File: config.mk
export PLATFORM = sky130hd
export DESIGN_NAME = pulse_beat_rate_detector_core
export DESIGN_NICKNAME = d
export VERILOG_FILES = /design/src/pbrd_pkg.sv /design/src/pbrd_cmul.sv /design/src/pbrd_div.sv /design/src/pulse_beat_rate_detector_core.sv
export SDC_FILE = /design/constraint.sdc
export NUM_CORES = 1
export LEC_CHECK = 0
export BUFFER_PORTS_ARGS = -buffer_cell sky130_fd_sc_hd__clkbuf_2
export CAP_MARGIN = 25
export CORE_MARGIN = 5
export CORE_UTILIZATION = 30
export DETAILED_ROUTE_END_ITERATION = 6
export HOLD_SLACK_MARGIN = 0.03
export SYNTH_ARGS = -nofsm -noshare
export SYNTH_HDL_FRONTEND = slang
export SYNTH_HIERARCHICAL = 1
export SYNTH_SLANG_ARGS = --single-unit
File: constraint.sdc
create_clock -name clk -period 7.35 [get_ports clk]
set_input_delay 0 -clock clk [delete_from_list [all_inputs] [get_ports clk]]
set_output_delay 0 -clock clk [all_outputs]
set_load 0.05 [all_outputs]
File: src/pbrd_pkg.sv
// Shared constants for the pulse beat-rate detector.
package pbrd_pkg;

    // Q0.16 coefficient 0.2; 0.8 is formed as 1.0 - 0.2
    localparam int          COEF_BITS = 14;
    localparam logic [13:0] COEF_LO   = 14'd13107;
    localparam int          COEF_SHIFT = 16;

    // rate numerator, milliseconds per minute
    localparam int          NUM_BITS = 16;
    localparam logic [15:0] BPM_NUM  = 16'd60000;

    localparam int          TIME_BITS = 32;
    localparam int          CFG_BITS  = 12;
    localparam int          CFG_IDX_BITS  = 8;
    localparam int          CFG_DATA_BITS = 16;

    // configuration register indexes
    localparam logic [CFG_IDX_BITS-1:0] REG_BEAT_THRESHOLD = 8'd0;
    localparam logic [CFG_IDX_BITS-1:0] REG_REFRACTORY_MS  = 8'd1;

    localparam logic [CFG_BITS-1:0] THRESHOLD_RST  = 12'd300;
    localparam logic [CFG_BITS-1:0] REFRACTORY_RST = 12'd250;

endpackage

File: src/pbrd_cmul.sv
// Bit-serial multiplier of a signed operand by the constant coefficient.
module pbrd_cmul
    import pbrd_pkg::*;
#(
    parameter int DW = 22
)
(
    input  logic                        clk,
    input  logic                        rst_n,
    input  logic                        start,
    input  logic signed [DW-1:0]        operand,
    output logic                        done,
    output logic signed [DW+COEF_BITS-1:0] product
);

    localparam int PW = DW + COEF_BITS;
    localparam int CW = $clog2(COEF_BITS);

    logic                 busy_reg;
    logic                 done_reg;
    logic [CW-1:0]        cnt_reg;
    logic signed [DW-1:0] opd_reg;
    logic signed [PW-1:0] acc_reg;
    logic signed [PW-1:0] acc_next;

    // MSB-first shift-add over the coefficient bits
    always_comb
    begin
        acc_next = acc_reg <<< 1;
        if (COEF_LO[cnt_reg])
        begin
            acc_next = acc_next + PW'(opd_reg);
        end
    end

    always_ff @(posedge clk or negedge rst_n)
    begin
        if (!rst_n)
        begin
            busy_reg <= 1'b0;
            done_reg <= 1'b0;
            cnt_reg  <= '0;
        end
        else
        begin
            done_reg <= 1'b0;
            if (start)
            begin
                busy_reg <= 1'b1;
                cnt_reg  <= CW'(COEF_BITS - 1);
            end
            else if (busy_reg)
            begin
                cnt_reg <= cnt_reg - 1'b1;
                if (cnt_reg == '0)
                begin
                    busy_reg <= 1'b0;
                    done_reg <= 1'b1;
                end
            end
        end
    end

    always_ff @(posedge clk)
    begin
        if (start)
        begin
            opd_reg <= operand;
            acc_reg <= '0;
        end
        else if (busy_reg)
        begin
            acc_reg <= acc_next;
        end
    end

    assign done    = done_reg;
    assign product = acc_reg;

endmodule

File: src/pbrd_div.sv
// Restoring divider: constant numerator by a 32-bit divisor, one quotient bit a cycle.
module pbrd_div
    import pbrd_pkg::*;
(
    input  logic                 clk,
    input  logic                 rst_n,
    input  logic                 start,
    input  logic [TIME_BITS-1:0] divisor,
    output logic                 done,
    output logic [NUM_BITS-1:0]  quotient
);

    localparam int CW = $clog2(NUM_BITS);

    logic                  busy_reg;
    logic                  done_reg;
    logic [CW-1:0]         cnt_reg;
    logic [TIME_BITS-1:0]  div_reg;
    logic [TIME_BITS-1:0]  rem_reg;
    logic [NUM_BITS-1:0]   quo_reg;
    logic [TIME_BITS:0]    trial;
    logic [TIME_BITS:0]    diff;
    logic                  qbit;

    always_comb
    begin
        trial = {rem_reg, BPM_NUM[cnt_reg]};
        diff  = trial - {1'b0, div_reg};
        qbit  = (trial >= {1'b0, div_reg});
    end

    always_ff @(posedge clk or negedge rst_n)
    begin
        if (!rst_n)
        begin
            busy_reg <= 1'b0;
            done_reg <= 1'b0;
            cnt_reg  <= '0;
        end
        else
        begin
            done_reg <= 1'b0;
            if (start)
            begin
                busy_reg <= 1'b1;
                cnt_reg  <= CW'(NUM_BITS - 1);
            end
            else if (busy_reg)
            begin
                cnt_reg <= cnt_reg - 1'b1;
                if (cnt_reg == '0)
                begin
                    busy_reg <= 1'b0;
                    done_reg <= 1'b1;
                end
            end
        end
    end

    always_ff @(posedge clk)
    begin
        if (start)
        begin
            div_reg <= divisor;
            rem_reg <= '0;
            quo_reg <= '0;
        end
        else if (busy_reg)
        begin
            // remainder stays below the divisor, so it fits in 32 bits
            rem_reg <= qbit ? diff[TIME_BITS-1:0] : trial[TIME_BITS-1:0];
            quo_reg <= {quo_reg[NUM_BITS-2:0], qbit};
        end
    end

    assign done     = done_reg;
    assign quotient = quo_reg;

endmodule

File: src/pulse_beat_rate_detector_core.sv
// Top level of the pulse beat-rate detector.
//
// Input words on s_axis carry one sensor sample and its millisecond time.
// Each word runs two exponential filters (DC tracker at 0.8, smoother at 0.2
// on the previous output) through one shared bit-serial coefficient
// multiplier. When the smoothed level is above beat_threshold and more than
// refractory_ms has passed since the last beat, a serial divider forms
// 60000 / elapsed ms and one word goes out on m_axis; otherwise the sample
// gives no output word.
// The block finishes one input word before it takes the next: s_axis_tready
// is high only between words.
// The output word sits in its own register, so the next sample is accepted
// while a rate waits; a stalled receiver only holds the block at the point
// where a new rate must be pushed out.
// cfg writes are taken every cycle (cfg_ready tied high); write only while
// idle. Unknown indexes are dropped, data is masked to 12 bits.
// Reset clears filter states and last-beat time, loads threshold 300 and
// refractory 250 ms.
module pulse_beat_rate_detector_core
    import pbrd_pkg::*;
#(
    parameter int SAMPLE_BITS = 12,
    parameter int FRAC_BITS   = 8,
    localparam int IN_W = ((SAMPLE_BITS + TIME_BITS + 7) / 8) * 8
)
(
    input  logic                     clk,
    input  logic                     rst_n,
    input  logic                     s_axis_tvalid,
    output logic                     s_axis_tready,
    input  logic [IN_W-1:0]          s_axis_tdata,   // sample, now_ms, zero pad
    output logic                     m_axis_tvalid,
    input  logic                     m_axis_tready,
    output logic [NUM_BITS-1:0]      m_axis_tdata,   // beats_per_minute
    input  logic                     cfg_valid,
    output logic                     cfg_ready,
    input  logic [CFG_IDX_BITS-1:0]  cfg_index,
    input  logic [CFG_DATA_BITS-1:0] cfg_data
);

    localparam int LW   = SAMPLE_BITS + FRAC_BITS;   // lowpass, unsigned
    localparam int BW   = LW + 1;                    // highpass/bandpass, signed
    localparam int DW   = LW + 2;                    // multiplier operand
    localparam int PW   = DW + COEF_BITS;
    localparam int CMPW = ((BW > CFG_BITS + FRAC_BITS) ? BW : CFG_BITS + FRAC_BITS) + 1;

    localparam logic [2:0] S_IDLE  = 3'd0;
    localparam logic [2:0] S_LP_GO = 3'd1;
    localparam logic [2:0] S_LP_WT = 3'd2;
    localparam logic [2:0] S_BP_GO = 3'd3;
    localparam logic [2:0] S_BP_WT = 3'd4;
    localparam logic [2:0] S_DECIDE = 3'd5;
    localparam logic [2:0] S_DIV_WT = 3'd6;
    localparam logic [2:0] S_PUSH  = 3'd7;

    logic [2:0]             state_reg;
    logic [2:0]             state_next;

    logic [SAMPLE_BITS-1:0] sample_reg;
    logic [TIME_BITS-1:0]   now_reg;
    logic [LW-1:0]          lp_reg;
    logic signed [BW-1:0]   bp_reg;
    logic signed [BW-1:0]   hp_reg;
    logic [TIME_BITS-1:0]   last_beat_reg;
    logic [CFG_BITS-1:0]    thr_reg;
    logic [CFG_BITS-1:0]    refr_reg;
    logic                   out_valid_reg;
    logic [NUM_BITS-1:0]    out_data_reg;

    logic                   in_acc;
    logic                   out_free;
    logic [LW-1:0]          scaled;
    logic signed [DW-1:0]   mul_opd;
    logic                   mul_start;
    logic                   mul_done;
    logic signed [PW-1:0]   mul_prod;
    logic signed [PW-1:0]   lp_sum;
    logic [LW-1:0]          lp_new;
    logic signed [BW-1:0]   hp_new;
    logic signed [PW-1:0]   bp_sum;
    logic [TIME_BITS-1:0]   elapsed;
    logic                   over_thr;
    logic                   past_refr;
    logic                   beat;
    logic                   div_start;
    logic                   div_done;
    logic [NUM_BITS-1:0]    div_quo;

    assign in_acc    = s_axis_tvalid && s_axis_tready;
    assign out_free  = !out_valid_reg || m_axis_tready;
    assign scaled    = {sample_reg, {FRAC_BITS{1'b0}}};
    assign cfg_ready = 1'b1;

    // lowpass' = L + floor(0.2 * (S - L)), highpass = S - lowpass'
    assign lp_sum = $signed({{(PW - LW){1'b0}}, lp_reg}) + (mul_prod >>> COEF_SHIFT);
    assign lp_new = lp_sum[LW-1:0];
    assign hp_new = $signed({1'b0, scaled}) - $signed({1'b0, lp_new});

    // bandpass' = H + floor(0.2 * (B - H))
    assign bp_sum = PW'(hp_reg) + (mul_prod >>> COEF_SHIFT);

    always_comb
    begin
        if (state_reg == S_LP_GO)
        begin
            mul_opd = $signed({2'b00, scaled}) - $signed({2'b00, lp_reg});
        end
        else
        begin
            mul_opd = DW'(bp_reg) - DW'(hp_reg);
        end
    end

    assign mul_start = (state_reg == S_LP_GO) || (state_reg == S_BP_GO);

    pbrd_cmul #(.DW(DW)) u_cmul (
        .clk     (clk),
        .rst_n   (rst_n),
        .start   (mul_start),
        .operand (mul_opd),
        .done    (mul_done),
        .product (mul_prod)
    );

    // beat test on the updated bandpass level
    assign elapsed   = now_reg - last_beat_reg;
    assign over_thr  = !bp_reg[BW-1] &&
                       (CMPW'(bp_reg[BW-2:0]) > CMPW'({thr_reg, {FRAC_BITS{1'b0}}}));
    assign past_refr = elapsed > TIME_BITS'(refr_reg);
    assign beat      = over_thr && past_refr;
    assign div_start = (state_reg == S_DECIDE) && beat;

    pbrd_div u_div (
        .clk      (clk),
        .rst_n    (rst_n),
        .start    (div_start),
        .divisor  (elapsed),
        .done     (div_done),
        .quotient (div_quo)
    );

    always_comb
    begin
        state_next = state_reg;
        unique case (state_reg)
            S_IDLE:   if (in_acc) state_next = S_LP_GO;
            S_LP_GO:  state_next = S_LP_WT;
            S_LP_WT:  if (mul_done) state_next = S_BP_GO;
            S_BP_GO:  state_next = S_BP_WT;
            S_BP_WT:  if (mul_done) state_next = S_DECIDE;
            S_DECIDE: state_next = beat ? S_DIV_WT : S_IDLE;
            S_DIV_WT: if (div_done) state_next = S_PUSH;
            S_PUSH:   if (out_free) state_next = S_IDLE;
            default:  state_next = S_IDLE;
        endcase
    end

    assign s_axis_tready = (state_reg == S_IDLE);

    always_ff @(posedge clk or negedge rst_n)
    begin
        if (!rst_n)
        begin
            state_reg     <= S_IDLE;
            lp_reg        <= '0;
            bp_reg        <= '0;
            last_beat_reg <= '0;
            thr_reg       <= THRESHOLD_RST;
            refr_reg      <= REFRACTORY_RST;
            out_valid_reg <= 1'b0;
        end
        else
        begin
            state_reg <= state_next;
            if (cfg_valid && cfg_ready)
            begin
                if (cfg_index == REG_BEAT_THRESHOLD)
                begin
                    thr_reg <= cfg_data[CFG_BITS-1:0];
                end
                else if (cfg_index == REG_REFRACTORY_MS)
                begin
                    refr_reg <= cfg_data[CFG_BITS-1:0];
                end
            end
            if (state_reg == S_LP_WT && mul_done)
            begin
                lp_reg <= lp_new;
            end
            if (state_reg == S_BP_WT && mul_done)
            begin
                bp_reg <= bp_sum[BW-1:0];
            end
            if (state_reg == S_PUSH && out_free)
            begin
                last_beat_reg <= now_reg;
                out_valid_reg <= 1'b1;
            end
            else if (m_axis_tready)
            begin
                out_valid_reg <= 1'b0;
            end
        end
    end

    always_ff @(posedge clk)
    begin
        if (in_acc)
        begin
            sample_reg <= s_axis_tdata[SAMPLE_BITS-1:0];
            now_reg    <= s_axis_tdata[SAMPLE_BITS +: TIME_BITS];
        end
        if (state_reg == S_LP_WT && mul_done)
        begin
            hp_reg <= hp_new;
        end
        if (state_reg == S_PUSH && out_free)
        begin
            out_data_reg <= div_quo;
        end
    end

    assign m_axis_tvalid = out_valid_reg;
    assign m_axis_tdata  = out_data_reg;

endmodule

==> summary.txt, run 1 <==
Timing
  – WHS: 0.0709 ns
  – Slew margin rel.: 34.0%
  – Final worst-path cycle share: 80.7%
  – Final setup TNS: 0 ns
  – Clock Skews: 0.0421 ns
  – Fin. Hold Viols: 0
  – Worst-Margin Slew: 0.990 ns
  – Final setup viols: 0
  – Fmax: 0.169 GHz
  – Fin crit period: 5.93 ns
  – Max-slew violations: 0
  – Unrepaired setup endpoints after global routing: false

Synthesis
  – YS warnings: 6
  – Synth top area share: 17.8%
  – Avg Inst Size Synth: 9.16 sq um
  – Yosys cell types: 112
  – Post-synth EDFFs: 135
  – Multiplexer area fraction after synthesis: 3.26%
  – Synth Area in XOR/XNOR: 5.66%
  – Ys flop type: edfxtp_1
  – Synth area leader: edfxtp_1
  – Main combinational cell family by area after synthesis: compound AO/OA/AOI/OAI gates
  – Top post-synthesis cells by count: nand2_1, ha_1, nor2_1, inv_1, a21oi_1
  – Synth top area cells: edfxtp_1, ha_1, dfrtp_1
  – Seq/Total Area, Yosys: 37.7%
  – Compound-Gate Fraction of Synth Area: 20.5%
  – Share of synthesized registers carrying an async set or reset: 34.0%
  – Synth Area in Adders: 12.1%
  – Register bit total from synthesis: 332
  – Simple-Gate Fraction of Synth Area: 16.0%
  – Post-synthesis cell count: 2482
  – Synth Net Count: 2775
  – Synthesized area: 0.0227 sq mm
  – Most frequent cell after synthesis: nand2_1

Placed design
  – PortBufs: 86
  – Final Wtd Congestion: 0.871
  – Final HPWL DP: 43.1 mm
  – Dpl cells: 3479

Worst setup path
  – CP Max Fanout: 90
  – Reg-to-reg startpoint: now_reg[0]$_DFFE_PP_
  – WP data required: 7.83 ns
  – Worst R2R End: u_div/rem_reg[3]$_SDFFE_PP0P_
  – Setup crit start kind: flop
  – CP Data Arrival Time: 6.41 ns
  – Critical path's slowest cell: or4_1
  – Slowest stage delay, CP: 0.55 ns
  – Critical Path Source: now_reg[0]$_DFFE_PP_
  – Setup crit end kind: flop
  – Critical Setup Path Class: flop to flop
  – Crit-path cells: inv_1, ha_1, fa_1, nand2b_1, a21oi_1, o21a_1, o21ai_0, nand2_1, a21o_1, a21oi_1, xnor2_1, ha_1, nand4_1, or4_1, a22oi_1, o2111ai_1, nor4_4, nand4b_2, nor4_4, a21oi_4, buf_4, nand2b_1, a211o_1, o22ai_1
  – R2r worst-path depth: 24
  – Reg-to-reg slack, setup: 1.42 ns

Finish
  – Final cell count without fillers: 3640
  – Synth-to-Final Area Change: 16.7%
  – Ant diodes: 0
  – Fin util: 35.1%
  – Storage cell area: 0.00858 sq mm
  – Area of the multi-input gates: 0.0131 sq mm
  – Max FFs per register: 36
  – Layout Nets: 2921
  – Filler cell count: 7697
  – Fraction of layout cells with a size suffix above 1: 10.2%

Power and ir drop
  – Lkg Pwr: 11.2 nW
  – Power density over the cells: 163 mW/mm^2
  – IR drop worst, VDD: 0.150 mV
  – Total power: 4.33 mW

Die
  – Rows: 101
  – Core area: 0.0756 sq mm
  – Die height: 285 um
  – Die Area: 0.0814 sq mm
  – Initial Util: 30.1%
  – Die X: 285 um
  – I/O pins: 96

Drt
  – Vias/cell: 5.03
  – Vias: 18300
  – DR WL/cell: 16.0 um
  – DRT antenna net count: 0
  – DRT Pass-1 Iters: 5
  – Iteration-0 DRC Markers: 1176
  – Post-Route WL: 58.1 mm
  – DRC viols: 0

Global route
  – First-pass GRT wire length: 94.0 mm
  – Initial antenna violation count: 0
  – GRT Util Overall: 13.9%
  – Largest net degree at the start of global routing: 91
  – Vias in the first global route: 17500
  – Total grt overflow: 0

Min path
  – Hold path cells: 6
  – Worst Hold End: thr_reg[11]$_DFFE_PN0P_
  – Tightest Hold Check Type: input pin to flop
  – Hold Startpoint: cfg_index[5]

CTS
  – Clock Latency Late Sink: 0.59 ns
  – Hold-fix buffers at CTS: 83
  – Buffer count from post-CTS setup fixing: 0
  – Reg clk slew, reported paths: 0.06 ns
  – Sink Count: 332
  – Num CTS Buffers: 42
  – Max clock buf depth: 3
  – CTS H-Tree Depth: 2
  – TritonCTS clock tree: yes
  – Cts repair resizes: 0
  – Root buf cell: clkbuf_16

Flow run
  – Max_cap viols: 0

Outcome
  – Outcome: finished clean
[critical path, delay by kind of cell, from the launching register on]
family | cells | cell delay, ns
AND/OR/NAND/NOR | 8 | 2.10
AO/OA/AOI/OAI | 10 | 1.78
adder cells (fa/ha/maj) | 3 | 0.95
buffers and inverters | 2 | 0.48
flip-flops | 1 | 0.34
XOR/XNOR | 1 | 0.16
[cell usage in the layout, fill, tap and decap left out, types with 22 or more instances in the layout]
cell type / synthesis / layout
a211oi_1: 46 / 46
a21o_1: 50 / 50
a21oi_1: 170 / 168
a311oi_1: 33 / 33
clkbuf_16: 0 / 43
clkbuf_2: 0 / 85
dfrtp_1: 103 / 101
dfxtp_1: 84 / 84
dlygate4sd3_1: 0 / 83
edfxtp_1: 135 / 135
ha_1: 210 / 210
inv_1: 179 / 179
mux2_2: 22 / 22
mux2i_1: 47 / 47
nand2_1: 264 / 264
nand2b_1: 35 / 35
nand3_1: 47 / 47
nand4_1: 24 / 24
nor2_1: 201 / 200
nor3_1: 36 / 36
o21a_1: 30 / 30
o21ai_0: 148 / 148
o21ai_1: 26 / 26
xnor2_1: 94 / 94
xor2_1: 51 / 51
[how the worst max path moves through the flow]
stage / to / slack [ns]
floorplan: u_div/rem_reg[3]$_SDFFE_PP0P_ / 1.72
global placement: u_div/rem_reg[3]$_SDFFE_PP0P_ / 1.48
detailed placement: u_div/rem_reg[3]$_SDFFE_PP0P_ / 1.47
CTS: u_div/rem_reg[3]$_SDFFE_PP0P_ / 1.41
global route: u_div/rem_reg[2]$_SDFFE_PP0P_ / 1.02
finish: u_div/rem_reg[3]$_SDFFE_PP0P_ / 1.42
[stage by stage]
step / worst slack [ns] / cell area, sq um
detailed placement: 1.47 / 24200
global placement: 1.48 / 24200
finish: 1.42 / 26500
floorplan: 1.72 / 22700
global route: 1.02 / 26500
CTS: 1.41 / 26500
[layer usage]
| metal | global-route usage [%] | routed length (um) |
|---|---|---|
| met5 | 0 | 0 |
| met1 | 20.5 | 29400 |
| met2 | 21.7 | 25000 |
| met4 | 3.12 | 1070 |
| met3 | 2.05 | 2620 |
[logic make-up (layout without fill, tap and decap cells)]
logic type	Yosys count	in the layout
other	1	1
flip-flops	332	332
adder cells (fa/ha/maj)	216	216
buffers and inverters	262	442
AND/OR/NAND/NOR	759	759
XOR/XNOR	146	146
AO/OA/AOI/OAI	695	695
multiplexers	71	71
[report_power, final]
part	switching, mW	leakage, nW	internal, mW
clock network	0.868	0.750	1.43
registers	0.00328	3.40	1.93
logic	0.0488	7.05	0.0516
[layout make-up]
cell class / instances / share of cell area, %
clock buffers: 52 / 4.26
flip-flops and latches: 332 / 32.3
repair buffers: 184 / 5.19
multi-input cells: 1888 / 49.5
well taps: 978 / 4.61
inverters: 180 / 2.55
clock inverters: 26 / 1.58
(Power assumes the default switching activity.)
==> run 2: changes to the inputs <==
Clock period 7.35 ns to 5.27 ns, I/O delays scaled along.
==> run 2 against run 1 <==
Effect of this change: maximum frequency up 21%; worst setup slack worse by 1.1 ns; critical path type unchanged; hold slack lost 0.013 ns; clock-buffer cell count rose by 8; wire length fell by 0.51%; largest power group unchanged; combinational power increased by 36%.
==> summary.txt, run 2 (synthesis gave the netlist of run 1 again) <==
Die
  – Rows: 101 (unchanged)
  – Die Area: 0.0814 sq mm (unchanged)
  – Core area: 0.0756 sq mm (unchanged)
  – Initial Util: 30.1% (unchanged)
  – I/O pins: 96 (unchanged)
  – Die X: 285 um (unchanged)
  – Die height: 285 um (unchanged)

Drt
  – Iteration-0 DRC Markers: 1157 (was 1176)
  – Vias/cell: 4.99 (was 5.03)
  – DRC viols: 0 (unchanged)
  – DRT Pass-1 Iters: 5 (unchanged)
  – DR WL/cell: 15.9 um (was 16.0 um)
  – DRT antenna net count: 0 (unchanged)
  – Post-Route WL: 57.8 mm (was 58.1 mm)
  – Vias: 18100 (was 18300)

Power and ir drop
  – Power density over the cells: 215 mW/mm^2 (was 163 mW/mm^2)
  – IR drop worst, VDD: 0.224 mV (was 0.150 mV)
  – Lkg Pwr: 11.1 nW (was 11.2 nW)
  – Total power: 5.65 mW (was 4.33 mW)

CTS
  – Reg clk slew, reported paths: 0.06 ns (about the same)
  – TritonCTS clock tree: yes (unchanged)
  – Num CTS Buffers: 41 (was 42)
  – Clock Latency Late Sink: 0.56 ns (was 0.59 ns)
  – Sink Count: 332 (unchanged)
  – Max clock buf depth: 3 (unchanged)
  – CTS H-Tree Depth: 2 (unchanged)
  – Root buf cell: clkbuf_16 (unchanged)
  – Buffer count from post-CTS setup fixing: 0 (unchanged)

Timing
  – WHS: 0.0574 ns (was 0.0709 ns)
  – Setup WS post-layout: 0.356 ns (was 1.42 ns)
  – Final setup viols: 0 (unchanged)
  – Fin. Hold Viols: 0 (unchanged)
  – Final worst-path cycle share: 93.2% (was 80.7%)
  – Worst-Margin Slew: 0.886 ns (was 0.990 ns)
  – Max-slew violations: 0 (unchanged)
  – Final setup TNS: 0 ns (unchanged)
  – Slew margin rel.: 41.0% (was 34.0%)
  – Fmax: 0.204 GHz (was 0.169 GHz)
  – Fin crit period: 4.91 ns (was 5.93 ns)
  – Clock Skews: 0.0198 ns (was 0.0421 ns)
  – Unrepaired setup endpoints after global routing: false (unchanged)

Flow run
  – Max_cap viols: 0 (unchanged)

Placed design
  – PortBufs: 86 (unchanged)
  – Final Wtd Congestion: 0.873 (was 0.871)
  – Post-DP Area: 0.0242 sq mm (about the same)
  – Final HPWL DP: 43.8 mm (was 43.1 mm)
  – Dpl cells: 3485 (was 3479)
  – Place WS: 0.312 ns (was 1.47 ns)

Finish
  – Commonest non-fill, non-tap cells in the layout: nand2_1, ha_1, nor2_1, inv_1, a21oi_1 (unchanged)
  – Final Cell Area: 0.0263 sq mm (was 0.0265 sq mm)
  – Fin util: 34.8% (was 35.1%)
  – Most common cell after layout, fill and taps aside: nand2_1 (unchanged)
  – Final cell count without fillers: 3634 (was 3640)
  – Synth-to-Final Area Change: 15.7% (was 16.7%)
  – Layout Nets: 2916 (was 2921)
  – Fraction of layout cells with a size suffix above 1: 10.2% (about the same)
  – Max FFs per register: 36 (unchanged)

Worst setup path
  – WP data required: 5.75 ns (was 7.83 ns)
  – CP Max Fanout: 7 (was 90)
  – Setup crit end kind: flop (unchanged)
  – CP Data Arrival Time: 5.39 ns (was 6.41 ns)
  – Critical Setup Path Class: flop to flop (unchanged)
  – Setup crit start kind: flop (unchanged)

Outcome
  – Outcome: finished clean (unchanged)

Global route
  – First-pass GRT wire length: 93.6 mm (was 94.0 mm)
  – Largest net degree at the start of global routing: 81 (was 91)
  – Vias in the first global route: 17600 (was 17500)
  – GRT Util Overall: 13.9% (about the same)
  – Total grt overflow: 0 (unchanged)
  – Initial antenna violation count: 2 (was 0)

Min path
  – Tightest Hold Check Type: input pin to asynchronous set/reset pin (was input pin to flop)
-- run 2: worst max-delay path, cell delays in order, from the launching register on --
cell and delay, ns:
edfxtp_1 0.34, inv_1 0.05, ha_1 0.21, fa_1 0.40
nand2b_1 0.20, a21oi_2 0.17, o21a_1 0.15, o21ai_0 0.07
nand2_1 0.11, a21o_1 0.12, a21oi_1 0.07, xnor2_1 0.15
ha_1 0.33, nand4_1 0.14, or4_1 0.55, a22oi_1 0.18
o2111ai_1 0.17, nor4_4 0.18, nand4b_2 0.15, nor4_4 0.25
a21oi_4 0.16, nand2b_1 0.27, a211o_1 0.27, o22ai_1 0.14
-- run 2: timing repair --
action / in CTS / in global routing
hold endpoints to repair: 129 / 0
setup endpoints to repair: 0 / 4
resized for setup: 0 / 1
hold buffers: 72 / 0
-- run 2: area by class of cell --
cell class | count | area, sq um
well taps | 978 | 1220
fillers | 7707 | 49300
clock buffers | 60 | 1190
diodes | 1 | 2.50
multi-input cells | 1888 | 13100
clock inverters | 15 | 150
repair buffers | 180 | 1340
inverters | 180 | 677
flip-flops and latches | 332 | 8580
-- run 2: layer usage --
metal / part of all wire, % / track usage (%) / up-vias
met3: 4.7 / 2.42 / 65
met1: 51 / 20.3 / 8434
met2: 43 / 21.5 / 313
met4: 1.6 / 2.85 / 2
met5: 0.022 / 0 / -
li1: - / - / 9316
-- run 2: power by group --
| group | switching, mW | leakage (nW) | internal, mW | total (mW) |
|---|---|---|---|---|
| Clock | 1.15 | 0.645 | 1.67 | 2.82 |
| Combinational | 0.0686 | 7.06 | 0.0675 | 0.136 |
| Sequential | 0.00464 | 3.40 | 2.69 | 2.69 |
-- run 2: final timing paths --
path                                                  from                       endpoint  slack, ns  cells past startpoint
setup / recovery                      now_reg[0]$_DFFE_PP_  u_div/rem_reg[3]$_SDFFE_PP0P_       0.36                     23
hold / removal                                       rst_n  last_beat_reg[28]$_DFFE_PN0P_       0.06                      2
setup reg to reg                      now_reg[0]$_DFFE_PP_  u_div/rem_reg[3]$_SDFFE_PP0P_       0.36                     23
min in group clk                              cfg_index[5]         thr_reg[8]$_DFFE_PN1P_       0.06                      7
max in group asynchronous                            rst_n          lp_reg[0]$_DFFE_PN0P_       3.92                      3
hold reg to reg            u_div/quotient[15]$_SDFFE_PP0P_     m_axis_tdata[15]$_DFFE_PP_       0.44                      0
==> run 3: changes to the inputs <==
Settings changed: CORE_UTILIZATION 30 to 45, PLACE_DENSITY from default to 0.71, SLEW_MARGIN from default to 20.
==> run 3 against run 2 <==
Effect of this change: via count up 4.3%; worst setup slack worse by 0.075 ns; clock skew grew 0.0033 ns; largest cell class unchanged; cell count is 8.4% lower.
==> summary.txt, run 3 (synthesis gave the netlist of run 1 again) <==
Placed design
  – Final HPWL DP: 43.1 mm (was 43.8 mm)
  – Final Wtd Congestion: 0.939 (was 0.873)
  – Place WS: 0.170 ns (was 0.312 ns)
  – PortBufs: 86 (unchanged)
  – Dpl cells: 3176 (was 3485)
  – Post-DP Area: 0.0238 sq mm (was 0.0242 sq mm)

Finish
  – Filler cell count: 4639 (was 7707)
  – Final cell count without fillers: 3330 (was 3634)
  – Most common cell after layout, fill and taps aside: nand2_1 (unchanged)
  – Synth-to-Final Area Change: 14.7% (was 15.7%)
  – Commonest non-fill, non-tap cells in the layout: nand2_1, ha_1, nor2_1, inv_1, a21oi_1 (unchanged)
  – Fraction of layout cells with a size suffix above 1: 10.6% (was 10.2%)
  – Max FFs per register: 36 (unchanged)
  – Layout Nets: 2919 (was 2916)
  – Fin util: 52.1% (was 34.8%)
  – Final Cell Area: 0.0261 sq mm (was 0.0263 sq mm)

CTS
  – Num CTS Buffers: 39 (was 41)
  – TritonCTS clock tree: yes (unchanged)
  – Root buf cell: clkbuf_16 (unchanged)
  – Max clock buf depth: 3 (unchanged)
  – Clock Latency Late Sink: 0.56 ns (about the same)
  – Sink Count: 332 (unchanged)
  – Reg clk slew, reported paths: 0.06 ns (about the same)
  – CTS H-Tree Depth: 2 (unchanged)

Global route
  – Largest net degree at the start of global routing: 74 (was 81)
  – First-pass GRT wire length: 95.2 mm (was 93.6 mm)
  – Vias in the first global route: 18700 (was 17600)
  – Initial antenna violation count: 1 (was 2)
  – GRT Util Overall: 20.5% (was 13.9%)
  – Total grt overflow: 0 (unchanged)

Timing
  – Max-slew violations: 0 (unchanged)
  – Fmax: 0.200 GHz (was 0.204 GHz)
  – Fin crit period: 4.99 ns (was 4.91 ns)
  – Final setup TNS: 0 ns (unchanged)
  – WHS: 0.0433 ns (was 0.0574 ns)
  – Final setup viols: 0 (unchanged)
  – Clock Skews: 0.0231 ns (was 0.0198 ns)
  – Slew margin rel.: 32.9% (was 41.0%)
  – Worst-Margin Slew: 1.01 ns (was 0.886 ns)
  – Setup WS post-layout: 0.282 ns (was 0.356 ns)
  – Fin. Hold Viols: 0 (unchanged)
  – Final worst-path cycle share: 94.7% (was 93.2%)

Worst setup path
  – WP data required: 5.75 ns (about the same)
  – CP Max Fanout: 6 (was 7)
  – Reg-to-reg slack, setup: 0.28 ns (was 0.36 ns)
  – CP Data Arrival Time: 5.47 ns (was 5.39 ns)
  – Setup crit end kind: flop (unchanged)
  – Critical Setup Path Class: flop to flop (unchanged)
  – Setup crit start kind: flop (unchanged)
  – Reg-to-reg startpoint: now_reg[4]$_DFFE_PP_ (was now_reg[0]$_DFFE_PP_)
  – Critical Path Source: now_reg[4]$_DFFE_PP_ (was now_reg[0]$_DFFE_PP_)

Min path
  – Tightest Hold Check Type: input pin to asynchronous set/reset pin (unchanged)

Die
  – Core area: 0.0501 sq mm (was 0.0756 sq mm)
  – Die X: 235 um (was 285 um)
  – Die height: 235 um (was 285 um)
  – Die Area: 0.0551 sq mm (was 0.0814 sq mm)
  – Initial Util: 45.4% (was 30.1%)
  – I/O pins: 96 (unchanged)
  – Rows: 82 (was 101)

Drt
  – Post-Route WL: 58.9 mm (was 57.8 mm)
  – Vias/cell: 5.68 (was 4.99)
  – DRT antenna net count: 0 (unchanged)
  – Vias: 18900 (was 18100)
  – DRT Pass-1 Iters: 5 (unchanged)
  – DRC viols: 0 (unchanged)
  – DR WL/cell: 17.7 um (was 15.9 um)
  – Iteration-0 DRC Markers: 1270 (was 1157)

Outcome
  – Outcome: finished clean (unchanged)

Power and ir drop
  – Total power: 5.75 mW (was 5.65 mW)
  – IR drop worst, VDD: 0.198 mV (was 0.224 mV)
  – Power density over the cells: 220 mW/mm^2 (was 215 mW/mm^2)
  – Lkg Pwr: 11.2 nW (was 11.1 nW)

Flow run
  – Max_cap viols: 0 (unchanged)
run 3: cell count changes in the layout (fill, tap and decap cells not counted), moves of 2 or more:
cell        change
clkbuf_8        -3
clkbuf_1        -2
clkinvlp_4      -3
inv_6           -2
a21oi_2         +2
bufinv_16       +4
clkinv_2        +3
run 3: power by group:
group          switching [mW]  internal (mW)
Sequential            0.00461           2.69
Combinational          0.0648         0.0674
Clock                    1.14           1.78
run 3: timing repair:
action,4_1_cts,5_1_grt
endpoints found under the setup margin,0,36
buffers inserted,0,4
hold buffers,73,0
gates resized for setup,0,12
endpoints found under the hold margin,116,0
run 3: worst paths after layout:
path / to / depth (start not counted)
setup reg to reg: u_div/rem_reg[3]$_SDFFE_PP0P_ / 19
max in group asynchronous: last_beat_reg[4]$_DFFE_PN0P_ / 3
min in group clk: sample_reg[1]$_DFFE_PP_ / 2
hold / removal: lp_reg[11]$_DFFE_PN0P_ / 2
hold reg to reg: m_axis_tdata[15]$_DFFE_PP_ / 0
setup / recovery: u_div/rem_reg[3]$_SDFFE_PP0P_ / 19
run 3: cell type report:
| type | instances | area (sq um) | area share, % |
|---|---|---|---|
| Antenna cell | 1 | 2.50 | 0.00960 |
| Timing Repair Buffer | 184 | 1420 | 5.44 |
| Clock buffer | 54 | 1110 | 4.28 |
| Multi-Input combinational cell | 1889 | 13200 | 50.6 |
| Inverter | 180 | 677 | 2.60 |
| Tap cell | 672 | 841 | 3.22 |
| Sequential cell | 332 | 8580 | 32.9 |
| Clock inverter | 18 | 259 | 0.993 |
run 3: critical path, cell delays in order, from the launching register on:
cell,delay (ns)
edfxtp_1,0.39
ha_1,0.36
a21o_1,0.21
or3_4,0.33
o21a_4,0.24
a211oi_2,0.36
xnor2_1,0.15
ha_1,0.31
nand4_1,0.16
or4_4,0.57
a22oi_2,0.20
o2111ai_2,0.17
nor4_4,0.17
nand4b_2,0.16
nor4_4,0.26
buf_4,0.18
a21oi_4,0.09
nand2b_4,0.18
a211o_1,0.27
o22ai_1,0.13
run 3: per-layer routing:
metal	global-route usage, %	vias to the layer above	routed length, um
li1	-	9324	-
met1	25.8	9000	25600
met2	35.9	474	28700
met3	2.45	119	2500
met4	8.18	0	2170
met5	0	-	0
